### config.mk
export PLATFORM = sky130hd
export DESIGN_NAME = sequential_list_engine_flat
export DESIGN_NICKNAME = d
export VERILOG_FILES = /design/src/hw/rtl/sle_pkg.sv /design/src/hw/rtl/sle_req_if.sv /design/src/hw/rtl/sle_rsp_if.sv /design/src/hw/rtl/sle_mem.sv /design/src/hw/rtl/sle_fsm.sv /design/src/hw/rtl/sequential_list_engine.sv /design/src/flat_wrapper.sv
export SDC_FILE = /design/constraint.sdc
export NUM_CORES = 1
export LEC_CHECK = 0
export BUFFER_PORTS_ARGS = -buffer_cell sky130_fd_sc_hd__buf_2
export CAP_MARGIN = 20
export CORE_ASPECT_RATIO = 1.25
export CORE_MARGIN = 4
export CORE_UTILIZATION = 50
export CTS_CLUSTER_SIZE = 24
export DETAILED_ROUTE_END_ITERATION = 8
export GPL_TIMING_DRIVEN = 0
export HOLD_SLACK_MARGIN = 0.06
export PLACE_DENSITY_LB_ADDON = 0.3
export RECOVER_POWER = 50
export SYNTH_ARGS = -nofsm -noshare
export SYNTH_HDL_FRONTEND = slang
export SYNTH_SLANG_ARGS = --single-unit
### constraint.sdc
create_clock -name clk_i -period 11.23 [get_ports clk_i]
set_clock_uncertainty 0.1 [all_clocks]
set_input_delay 2.246 -clock clk_i [delete_from_list [all_inputs] [get_ports clk_i]]
set_output_delay 2.246 -clock clk_i [all_outputs]
set_load 0.005 [all_outputs]
### src/hw/rtl/sle_pkg.sv
// Shared types and constants of the sequential list engine.
package sle_pkg;

  localparam int unsigned CAPACITY_DEF = 32;

  typedef enum logic [1:0] {
    FUNC_INSERT = 2'd0,
    FUNC_DELETE = 2'd1,
    FUNC_FIND   = 2'd2,
    FUNC_NOP    = 2'd3
  } sle_func_e;

  typedef enum logic [1:0] {
    STAT_OK       = 2'd0,
    STAT_FULL     = 2'd1,
    STAT_BADPOS   = 2'd2,
    STAT_NOTFOUND = 2'd3
  } sle_status_e;

  typedef enum logic [1:0] {
    ST_IDLE,
    ST_WALK,
    ST_LAST,
    ST_FINISH
  } sle_state_e;

  typedef struct packed {
    sle_status_e status;
    logic [4:0]  found_index;
    logic [5:0]  list_count;
  } sle_res_t;

endpackage

### src/hw/rtl/sle_req_if.sv
// Request channel of the sequential list engine.
interface sle_req_if;
  logic               valid;
  logic               ready;
  logic [1:0]         func;
  logic [5:0]         position;
  logic signed [31:0] value;

  modport source (output valid, func, position, value, input ready);
  modport sink (input valid, func, position, value, output ready);
endinterface

### src/hw/rtl/sle_rsp_if.sv
// Result channel of the sequential list engine.
interface sle_rsp_if;
  logic       valid;
  logic       ready;
  logic [1:0] status;
  logic [4:0] found_index;
  logic [5:0] list_count;

  modport source (output valid, status, found_index, list_count, input ready);
  modport sink (input valid, status, found_index, list_count, output ready);
endinterface

### src/hw/rtl/sle_mem.sv
// Element store: one write port and one read port with registered read data.
module sle_mem #(
  parameter int unsigned DEPTH = sle_pkg::CAPACITY_DEF,
  parameter int unsigned AW    = $clog2(DEPTH)
) (
  input  logic          clk_i,
  input  logic          we_i,
  input  logic [AW-1:0] waddr_i,
  input  logic [31:0]   wdata_i,
  input  logic          re_i,
  input  logic [AW-1:0] raddr_i,
  output logic [31:0]   rdata_o
);

  logic [31:0] mem [DEPTH];
  logic [31:0] rdata_q;

  always_ff @(posedge clk_i) begin
    if (we_i) begin
      mem[waddr_i] <= wdata_i;
    end
  end

  always_ff @(posedge clk_i) begin
    if (re_i) begin
      rdata_q <= mem[raddr_i];
    end
  end

  assign rdata_o = rdata_q;

endmodule

### src/hw/rtl/sle_fsm.sv
// Sequencer that walks the element store one entry per cycle for each request.
module sle_fsm #(
  parameter int unsigned CAPACITY = sle_pkg::CAPACITY_DEF,
  parameter int unsigned AW       = $clog2(CAPACITY),
  parameter int unsigned CW       = $clog2(CAPACITY + 1)
) (
  input  logic              clk_i,
  input  logic              rst_ni,
  sle_req_if.sink           req_i,
  output logic              mem_re_o,
  output logic [AW-1:0]     mem_raddr_o,
  output logic              mem_we_o,
  output logic [AW-1:0]     mem_waddr_o,
  output logic [31:0]       mem_wdata_o,
  input  logic [31:0]       mem_rdata_i,
  output logic              res_valid_o,
  output sle_pkg::sle_res_t res_o,
  input  logic              res_ready_i
);

  localparam int unsigned PW = ((CW > 6) ? CW : 6) + 1;

  sle_pkg::sle_state_e  state_q, state_d;
  sle_pkg::sle_func_e   op_q, op_d;
  sle_pkg::sle_status_e status_q, status_d;
  logic [31:0]          word_q, word_d;
  logic [AW-1:0]        idx_q, idx_d;
  logic [AW-1:0]        rd_addr_q, rd_addr_d;
  logic [AW-1:0]        pend_addr_q, pend_addr_d;
  logic [AW-1:0]        hit_q, hit_d;
  logic [CW-1:0]        rem_q, rem_d;
  logic [CW-1:0]        count_q, count_d;
  logic                 pend_q, pend_d;
  logic [PW-1:0]        pos_x, n_x;
  logic                 issue;

  assign pos_x = PW'(req_i.position);
  assign n_x   = PW'(count_q);
  assign issue = (rem_q != '0);

  assign req_i.ready = (state_q == sle_pkg::ST_IDLE);

  always_ff @(posedge clk_i or negedge rst_ni) begin
    if (!rst_ni) begin
      state_q <= sle_pkg::ST_IDLE;
      count_q <= '0;
      rem_q   <= '0;
      pend_q  <= 1'b0;
    end else begin
      state_q <= state_d;
      count_q <= count_d;
      rem_q   <= rem_d;
      pend_q  <= pend_d;
    end
  end

  always_ff @(posedge clk_i) begin
    op_q        <= op_d;
    status_q    <= status_d;
    word_q      <= word_d;
    idx_q       <= idx_d;
    rd_addr_q   <= rd_addr_d;
    pend_addr_q <= pend_addr_d;
    hit_q       <= hit_d;
  end

  always_comb begin
    state_d     = state_q;
    op_d        = op_q;
    status_d    = status_q;
    word_d      = word_q;
    idx_d       = idx_q;
    rd_addr_d   = rd_addr_q;
    pend_addr_d = pend_addr_q;
    hit_d       = hit_q;
    rem_d       = rem_q;
    count_d     = count_q;
    pend_d      = 1'b0;
    mem_re_o    = 1'b0;
    mem_raddr_o = rd_addr_q;
    mem_we_o    = 1'b0;
    mem_waddr_o = pend_addr_q;
    mem_wdata_o = mem_rdata_i;
    res_valid_o = 1'b0;

    unique case (state_q)
      sle_pkg::ST_IDLE: begin
        if (req_i.valid) begin
          op_d     = sle_pkg::sle_func_e'(req_i.func);
          word_d   = req_i.value;
          hit_d    = '0;
          status_d = sle_pkg::STAT_OK;
          unique case (sle_pkg::sle_func_e'(req_i.func))
            sle_pkg::FUNC_INSERT: begin
              if (count_q == CW'(CAPACITY)) begin
                status_d = sle_pkg::STAT_FULL;
                state_d  = sle_pkg::ST_FINISH;
              end else if (pos_x == '0 || pos_x > n_x + PW'(1)) begin
                status_d = sle_pkg::STAT_BADPOS;
                state_d  = sle_pkg::ST_FINISH;
              end else begin
                // Entries from the tail down to the target move up by one.
                idx_d     = AW'(pos_x - PW'(1));
                rem_d     = CW'(n_x + PW'(1) - pos_x);
                rd_addr_d = AW'(n_x - PW'(1));
                state_d   = (n_x + PW'(1) == pos_x) ? sle_pkg::ST_LAST
                                                    : sle_pkg::ST_WALK;
              end
            end
            sle_pkg::FUNC_DELETE: begin
              if (pos_x == '0 || pos_x > n_x) begin
                status_d = sle_pkg::STAT_BADPOS;
                state_d  = sle_pkg::ST_FINISH;
              end else if (pos_x == n_x) begin
                count_d = count_q - CW'(1);
                state_d = sle_pkg::ST_FINISH;
              end else begin
                // Entries after the target move down by one.
                rem_d     = CW'(n_x - pos_x);
                rd_addr_d = AW'(pos_x);
                state_d   = sle_pkg::ST_WALK;
              end
            end
            sle_pkg::FUNC_FIND: begin
              if (count_q == '0) begin
                status_d = sle_pkg::STAT_NOTFOUND;
                state_d  = sle_pkg::ST_FINISH;
              end else begin
                rem_d     = count_q;
                rd_addr_d = '0;
                state_d   = sle_pkg::ST_WALK;
              end
            end
            sle_pkg::FUNC_NOP: begin
              state_d = sle_pkg::ST_FINISH;
            end
            default: begin
              state_d = sle_pkg::ST_FINISH;
            end
          endcase
        end
      end

      sle_pkg::ST_WALK: begin
        // One read is issued per cycle; the word read in the previous cycle
        // is written back one place over, or compared for a find.
        if (issue) begin
          mem_re_o = 1'b1;
          rem_d    = rem_q - CW'(1);
          pend_d   = 1'b1;
          if (op_q == sle_pkg::FUNC_INSERT) begin
            rd_addr_d   = rd_addr_q - AW'(1);
            pend_addr_d = rd_addr_q + AW'(1);
          end else if (op_q == sle_pkg::FUNC_DELETE) begin
            rd_addr_d   = rd_addr_q + AW'(1);
            pend_addr_d = rd_addr_q - AW'(1);
          end else begin
            rd_addr_d   = rd_addr_q + AW'(1);
            pend_addr_d = rd_addr_q;
          end
        end
        if (pend_q) begin
          if (op_q == sle_pkg::FUNC_FIND) begin
            if (mem_rdata_i == word_q) begin
              hit_d    = pend_addr_q;
              status_d = sle_pkg::STAT_OK;
              rem_d    = '0;
              pend_d   = 1'b0;
              state_d  = sle_pkg::ST_FINISH;
            end else if (!issue) begin
              status_d = sle_pkg::STAT_NOTFOUND;
              state_d  = sle_pkg::ST_FINISH;
            end
          end else begin
            mem_we_o = 1'b1;
            if (!issue) begin
              if (op_q == sle_pkg::FUNC_INSERT) begin
                state_d = sle_pkg::ST_LAST;
              end else begin
                count_d = count_q - CW'(1);
                state_d = sle_pkg::ST_FINISH;
              end
            end
          end
        end
      end

      sle_pkg::ST_LAST: begin
        mem_we_o    = 1'b1;
        mem_waddr_o = idx_q;
        mem_wdata_o = word_q;
        count_d     = count_q + CW'(1);
        state_d     = sle_pkg::ST_FINISH;
      end

      sle_pkg::ST_FINISH: begin
        res_valid_o = 1'b1;
        if (res_ready_i) begin
          state_d = sle_pkg::ST_IDLE;
        end
      end

      default: begin
        state_d = sle_pkg::ST_IDLE;
      end
    endcase
  end

  assign res_o.status      = status_q;
  assign res_o.found_index = 5'(hit_q);
  assign res_o.list_count  = 6'(count_q);

  a_count_cap: assert property (@(posedge clk_i) disable iff (!rst_ni)
    count_q <= CW'(CAPACITY))
    else $error("entry count above capacity");

  a_idle_no_write: assert property (@(posedge clk_i) disable iff (!rst_ni)
    (state_q == sle_pkg::ST_IDLE) |-> !mem_we_o)
    else $error("store written while idle");

  a_accept_busy: assert property (@(posedge clk_i) disable iff (!rst_ni)
    (req_i.valid && req_i.ready) |=> (state_q != sle_pkg::ST_IDLE))
    else $error("accepted request did not start");

  a_count_at_finish: assert property (@(posedge clk_i) disable iff (!rst_ni)
    (count_q != $past(count_q)) |-> (state_q == sle_pkg::ST_FINISH))
    else $error("entry count changed outside result hand-off");

endmodule

### src/hw/rtl/sequential_list_engine.sv
// Top level of the sequential list engine: sequencer, element store, result register.
//
//   channel  dir  payload                              handshake
//   req_i    in   func, position, value                valid/ready
//   rsp_o    out  status, found_index, list_count      valid/ready
//
// A request is taken only while the sequencer is idle. An insert moves the
// entries from the tail down to the target up by one, then writes the new
// word; a delete moves the entries after the target down by one. A find
// walks from the head and stops at the first match. The slowest items are
// an insert at the head of a list holding CAPACITY - 1 entries and a find
// that matches nothing in a full list. Rejected requests, a delete at the
// tail, a find on an empty list and the unused code go straight to the
// result.
// Reset clears the entry count to an empty list; the store itself is not
// cleared because only entries below the count are ever read.
// The result sits in an output register, so a new request can be accepted
// while the previous result still waits on a stalled sink.
module sequential_list_engine #(
  parameter int unsigned CAPACITY = sle_pkg::CAPACITY_DEF
) (
  input  logic     clk_i,
  input  logic     rst_ni,
  sle_req_if.sink  req_i,
  sle_rsp_if.source rsp_o
);

  localparam int unsigned AW = $clog2(CAPACITY);
  localparam int unsigned CW = $clog2(CAPACITY + 1);

  logic              mem_re;
  logic [AW-1:0]     mem_raddr;
  logic              mem_we;
  logic [AW-1:0]     mem_waddr;
  logic [31:0]       mem_wdata;
  logic [31:0]       mem_rdata;
  logic              res_valid;
  logic              res_ready;
  sle_pkg::sle_res_t res;

  // Output register: holds one finished result until the sink takes it.
  logic              out_valid_q;
  sle_pkg::sle_res_t out_q;

  sle_fsm #(
    .CAPACITY (CAPACITY),
    .AW       (AW),
    .CW       (CW)
  ) u_fsm (
    .clk_i       (clk_i),
    .rst_ni      (rst_ni),
    .req_i       (req_i),
    .mem_re_o    (mem_re),
    .mem_raddr_o (mem_raddr),
    .mem_we_o    (mem_we),
    .mem_waddr_o (mem_waddr),
    .mem_wdata_o (mem_wdata),
    .mem_rdata_i (mem_rdata),
    .res_valid_o (res_valid),
    .res_o       (res),
    .res_ready_i (res_ready)
  );

  sle_mem #(
    .DEPTH (CAPACITY),
    .AW    (AW)
  ) u_mem (
    .clk_i   (clk_i),
    .we_i    (mem_we),
    .waddr_i (mem_waddr),
    .wdata_i (mem_wdata),
    .re_i    (mem_re),
    .raddr_i (mem_raddr),
    .rdata_o (mem_rdata)
  );

  // The register can take a new result when empty or when drained this cycle.
  assign res_ready = !out_valid_q || rsp_o.ready;

  always_ff @(posedge clk_i or negedge rst_ni) begin
    if (!rst_ni) begin
      out_valid_q <= 1'b0;
    end else if (res_ready) begin
      out_valid_q <= res_valid;
    end
  end

  always_ff @(posedge clk_i) begin
    if (res_ready && res_valid) begin
      out_q <= res;
    end
  end

  assign rsp_o.valid       = out_valid_q;
  assign rsp_o.status      = out_q.status;
  assign rsp_o.found_index = out_q.found_index;
  assign rsp_o.list_count  = out_q.list_count;

endmodule

### src/flat_wrapper.sv
// flat-port wrapper written by rule: the top's interface ports become plain ports
module sequential_list_engine_flat 
#(
  parameter int unsigned CAPACITY = sle_pkg::CAPACITY_DEF
)
  (clk_i, rst_ni, req_i_valid, req_i_func, req_i_position, req_i_value, req_i_ready, rsp_o_valid, rsp_o_status, rsp_o_found_index, rsp_o_list_count, rsp_o_ready);
  sle_req_if req_i_i ();
  sle_rsp_if rsp_o_i ();
  input  logic clk_i;
  input  logic rst_ni;
  input wire logic [$bits(req_i_i.valid)-1:0] req_i_valid;
  input wire logic [$bits(req_i_i.func)-1:0] req_i_func;
  input wire logic [$bits(req_i_i.position)-1:0] req_i_position;
  input wire logic [$bits(req_i_i.value)-1:0] req_i_value;
  output wire logic [$bits(req_i_i.ready)-1:0] req_i_ready;
  output wire logic [$bits(rsp_o_i.valid)-1:0] rsp_o_valid;
  output wire logic [$bits(rsp_o_i.status)-1:0] rsp_o_status;
  output wire logic [$bits(rsp_o_i.found_index)-1:0] rsp_o_found_index;
  output wire logic [$bits(rsp_o_i.list_count)-1:0] rsp_o_list_count;
  input wire logic [$bits(rsp_o_i.ready)-1:0] rsp_o_ready;
  assign req_i_i.valid = req_i_valid;
  assign req_i_i.func = req_i_func;
  assign req_i_i.position = req_i_position;
  assign req_i_i.value = req_i_value;
  assign req_i_ready = req_i_i.ready;
  assign rsp_o_valid = rsp_o_i.valid;
  assign rsp_o_status = rsp_o_i.status;
  assign rsp_o_found_index = rsp_o_i.found_index;
  assign rsp_o_list_count = rsp_o_i.list_count;
  assign rsp_o_i.ready = rsp_o_ready;
  sequential_list_engine #(.CAPACITY(CAPACITY)) u_core (.clk_i(clk_i), .rst_ni(rst_ni), .req_i(req_i_i), .rsp_o(rsp_o_i));
endmodule
==> impl.org <==
** Outcome
- Status :: finished with violations
- Violated checks :: max-capacitance violations, max-slew violations

** Final layout
- Relative to the synthesized area, the layout overhead comes to 14.8%.
- 0 antenna diodes ended up in the layout.
- After routing the design area is 52100 um^2.
- Fillers :: 6376
- Ratio of cells with drive above 1 in the final layout :: 29.0%
- Final layout net count :: 2354

** STA
- In the final timing run, aggregate negative setup slack is 0 ps.
- Worst-margin pin slew :: 2340 ps
- Derived from the worst setup path, the maximum achievable clock frequency is 222 MHz.
- The final number of max-transition violations is 62.
- Count of endpoints failing setup in the final report :: 0
- Counting I/O delays and the setup requirement, the final critical path takes 4510 ps.
- Setup repair after global routing left no endpoint under its margin.
- Worst slew slack as a fraction of its limit :: -56.1%
- In the finished design, the share of the clock period the worst path needs comes to 40.2%.
- The number of failing hold endpoints at the final stage is 0.

** Drt
- For this run, the detailed router's first-pass iteration total came to 5.
- After detailed routing, the number of remaining DRC violations is 0.
- In this run, the number of DRC markers left after iteration 0 of detailed routing was 2774.
- After detailed routing, the average wire length per cell comes to 31.9 um.
- Total Routed Length :: about 110000 um
- For this block, the via count after detailed routing is 22.5k.
- The detail route stage leaves a number of antenna-violating nets equal to 0.
- Number of vias per cell after detailed routing :: approximately 6.3

** Synthesis
- Of all flip-flops after synthesis, the portion carrying an async set or reset was 1.40%.
- Fraction of synthesized cell area taken by the top area cell type :: 74.4%
- Main synth FF type :: edfxtp_1
- Per-instance average area after synthesis :: 22.1 um^2
- Of all cell types, the one taking the most synthesized area is edfxtp_1.
- Number of instances in the synthesized netlist :: 2050
- Library cells used by synthesis :: 63
- Flip-flop and latch count after synthesis :: 1141
- Post-synth EDFFs :: ~1.1k
- The most common cell in the synthesized netlist is edfxtp_1.
- Count of yosys warnings during synthesis :: 0
- Summing the sequential cell areas from Yosys gives 75.3% of the chip area.
- By area the synthesized netlist is led by edfxtp_1 74%, mux4_2 16%, mux2_2 1.5%.
- Top post-synthesis cells by count :: 1125 x edfxtp_1, 320 x mux4_2, 62 x mux2_2, 62 x nor2_1, 61 x clkbuf_1
- The number of nets handed over by synthesis was 2134.
- Synthesized area :: 45400 um^2

** CTS
- For the worst-skew pair, the clock arrives at the later sink with an insertion delay of 700 ps.
- In this run the post-CTS setup repair buffer count came out at 0.
- Max Root-Sink Buffers :: 3
- Clock root buffer master :: clkbuf_16
- Clock-pin slew was measured on the worst setup and hold paths at 60 ps.
- In this run, post-CTS repair resized a total of 0 instances.
- The H-tree was split into 3 levels.
- CTS saw 1141 sinks.
- TritonCTS built the clock tree.
- Number of buffers created by CTS :: 107
- Buffers inserted to repair hold after CTS numbered 0.

** Floorplan
- In this run the standard cell core region covers roughly 90000 um^2.
- Vert. Die Dim :: 345 um
- I/O Pins :: 59
- In this run the core area contains between 100 and 150 standard-cell rows.
- The initial utilization of the core area, before any placement, comes to slightly above 50%.
- Die Wd :: between 200 and 300 um
- The die covers 95700 um^2.

** Setup path
- The kind of cell with the highest combined delay along the critical path is compound AO/OA/AOI/OAI gates.
- Kind of start point of the critical path :: input port
- Reg-to-reg endpoint :: u_core.u_mem.mem[15][16]
- Peak fanout along the critical path :: 10
- Slowest cell delay on critical path :: around 560 ps
- For the worst setup path, the data arrival time is 4740 ps.
- The number of buffers and inverters on the critical path is 3.
- Required @ worst endpoint :: 11450 ps
- The critical path in this run is classified as in2reg.
- Traced cell by cell, the critical path runs through clkbuf_1 -> ha_1 -> inv_1 -> fa_1 -> a211oi_1 -> nor2_1 -> o221ai_1 -> nor4_1 -> o21ai_2 -> buf_2 -> a21oi_1.
- R2r startpoint :: u_core.u_fsm.state_q[0]
- Among all stages on the critical path, the largest delay is contributed by a21oi_1.
- Worst setup slack for register-to-register paths :: a little under 7000 ps
- Critical path capture point type :: flip-flop
- Reg2Reg Depth :: 8

** Placement
- Cell area after placement :: 48600 um^2
- Detail Placement HPWL :: 77100 um
- Placer congestion estimate :: 0.896
- Buffers placed on the I/O ports in this run total 58.

** Flow run
- Across the run, the number of max-cap violations was 2.

** Global route
- The number of global-route vias before repair came to between 20k and 25k.
- Largest net degree at the start of global routing :: 33
- The initial antenna violation count is 0.
- Global router's overall resource usage :: 23.7%
- Global-route congestion overflow total :: 0
- Wire length of the first global-routing pass :: 163000 um

** Worst hold path
- Along the worst hold path, the cell count comes to 0.
- In this run the most critical hold path is launched from u_core.u_fsm.status_q[0].
- Worst Hold End :: u_core.rsp_o.status[0]
- Hold crit path type :: reg2reg

** Power
- Across the VDD grid, the largest voltage drop is about 0.00020 V.
- Power spread over the standard cell area amounts to between 200 and 300 nW/um^2.
- Leakage power :: 16.4 nW
flip-flops by register name, indices dropped and copies added, names as in the netlist:
signal                    count
u_core.u_mem.mem           1024
u_core.u_fsm.hit_q            5
u_core.rsp_o.list_count       6
u_core.u_fsm.idx_q            5
u_core.u_fsm.word_q          32
u_core.u_fsm.status_q         2
u_core.u_mem.rdata_o         32
u_core.u_fsm.mem_raddr_o      5
u_core.u_fsm.pend_addr_q      5
u_core.u_fsm.op_q             2
u_core.rsp_o.found_index      5
u_core.u_fsm.state_q          2
u_core.u_fsm.rem_q            6
u_core.rsp_o.valid            1
u_core.u_fsm.pend_q           1
u_core.u_fsm.count_q          6
u_core.rsp_o.status           2
kinds of logic after synthesis:
family                     after synthesis  share of synthesized area (%)
DFF                                   1141                           75.3
AOI/OAI and AO/OA                      113                           1.65
and+or+nand+nor                        162                           1.74
xor gates and xnor gates                59                           1.14
muxes                                  390                           17.6
adders and majority gates               40                           1.15
buffers and inverters                  145                           1.39
metrics by stage:
step	setup slack [ps]	power (mW)	hold slack, ps	util, %	cells
floorplan	6480	9.15	300	-	2050
global placement	4590	10.6	312	52.4	3295
detailed placement	6110	10.8	306	53.9	3344
CTS	6830	14.4	321	57.8	3546
global route	6570	14.9	327	57.8	3550
finish	6720	14.4	320	57.8	3550
worst reg2reg max path, delay by kind of cell, from the launching register on:
family	cells	cell delay (ps)
buffers and inverters	4	1580
and+or+nand+nor	2	1140
AOI/OAI and AO/OA	1	700
DFF	1	420
adders and majority gates	1	140
routing by layer:
metal,vias to the layer above,track usage (%),wire (um)
met5,-,0,0
met4,0,7.19,3330
met3,197,3.39,8480
met2,1144,42.3,60000
met1,12053,30.6,41500
li1,9056,-,-
power by group:
part,total [mW],internal [mW],switching (mW)
registers,6.03,5.87,0.161
logic,4.74,1.86,2.88
clock network,3.60,2.01,1.59
total,14.4,9.74,4.63
placed cells by master, fill, tap and decap left out, types with 5 or more instances in the layout:
cell type | Yosys | layout
mux2_1 | 5 | 35
a21o_1 | 6 | 6
nor2_4 | 0 | 32
a31oi_1 | 8 | 6
buf_12 | 0 | 20
ha_1 | 37 | 37
buf_6 | 8 | 10
xor2_1 | 41 | 41
nand2b_1 | 7 | 7
dfrtp_1 | 16 | 16
buf_16 | 0 | 24
a21oi_1 | 34 | 33
clkinvlp_4 | 0 | 9
nor4_1 | 10 | 10
inv_1 | 39 | 41
clkbuf_1 | 61 | 93
nand2_1 | 31 | 31
nand3_1 | 8 | 8
edfxtp_1 | 1125 | 1125
bufinv_16 | 0 | 9
o21ai_1 | 10 | 10
buf_8 | 0 | 5
buf_1 | 10 | 8
mux2_2 | 62 | 32
nor2_1 | 62 | 30
o22ai_1 | 7 | 7
mux4_2 | 320 | 320
nand4_1 | 7 | 7
clkbuf_16 | 0 | 108
clkinv_2 | 0 | 20
o21ai_0 | 5 | 5
nor3_1 | 10 | 10
clkinv_1 | 1 | 24
a211oi_1 | 6 | 6
xnor2_1 | 18 | 18
buf_2 | 22 | 70
final cells by class:
class,instances,area (um^2),area share (%)
buffer,101,464,0.891
clock buffer,130,2830,5.42
clock inverter,72,686,1.32
inverter,44,165,0.317
multi-input combinational,764,10800,20.8
sequential,1141,34200,65.6
tap,1187,1490,2.85
timing repair buffer,111,1450,2.78
worst max-delay path by stage:
| stage | start | cells after the start | endpoint | slack, ps |
|---|---|---|---|---|
| 6_report | req_i_position[0] | 11 | u_core.u_fsm.mem_raddr_o[2] | 6720 |
| 4_1_cts | req_i_position[1] | 10 | u_core.u_fsm.mem_raddr_o[1] | 6830 |
| 2_1_floorplan | req_i_valid | 6 | u_core.u_fsm.mem_raddr_o[0] | 6480 |
| 5_1_grt | req_i_position[0] | 11 | u_core.u_fsm.mem_raddr_o[3] | 6570 |
| 3_5_place_dp | req_i_position[1] | 10 | u_core.u_fsm.mem_raddr_o[1] | 6110 |
| 3_3_place_gp | u_core.u_fsm.state_q[0] | 8 | u_core.u_mem.mem[31][17] | 4590 |
No activity file was read; power rests on OpenSTA's default activity.
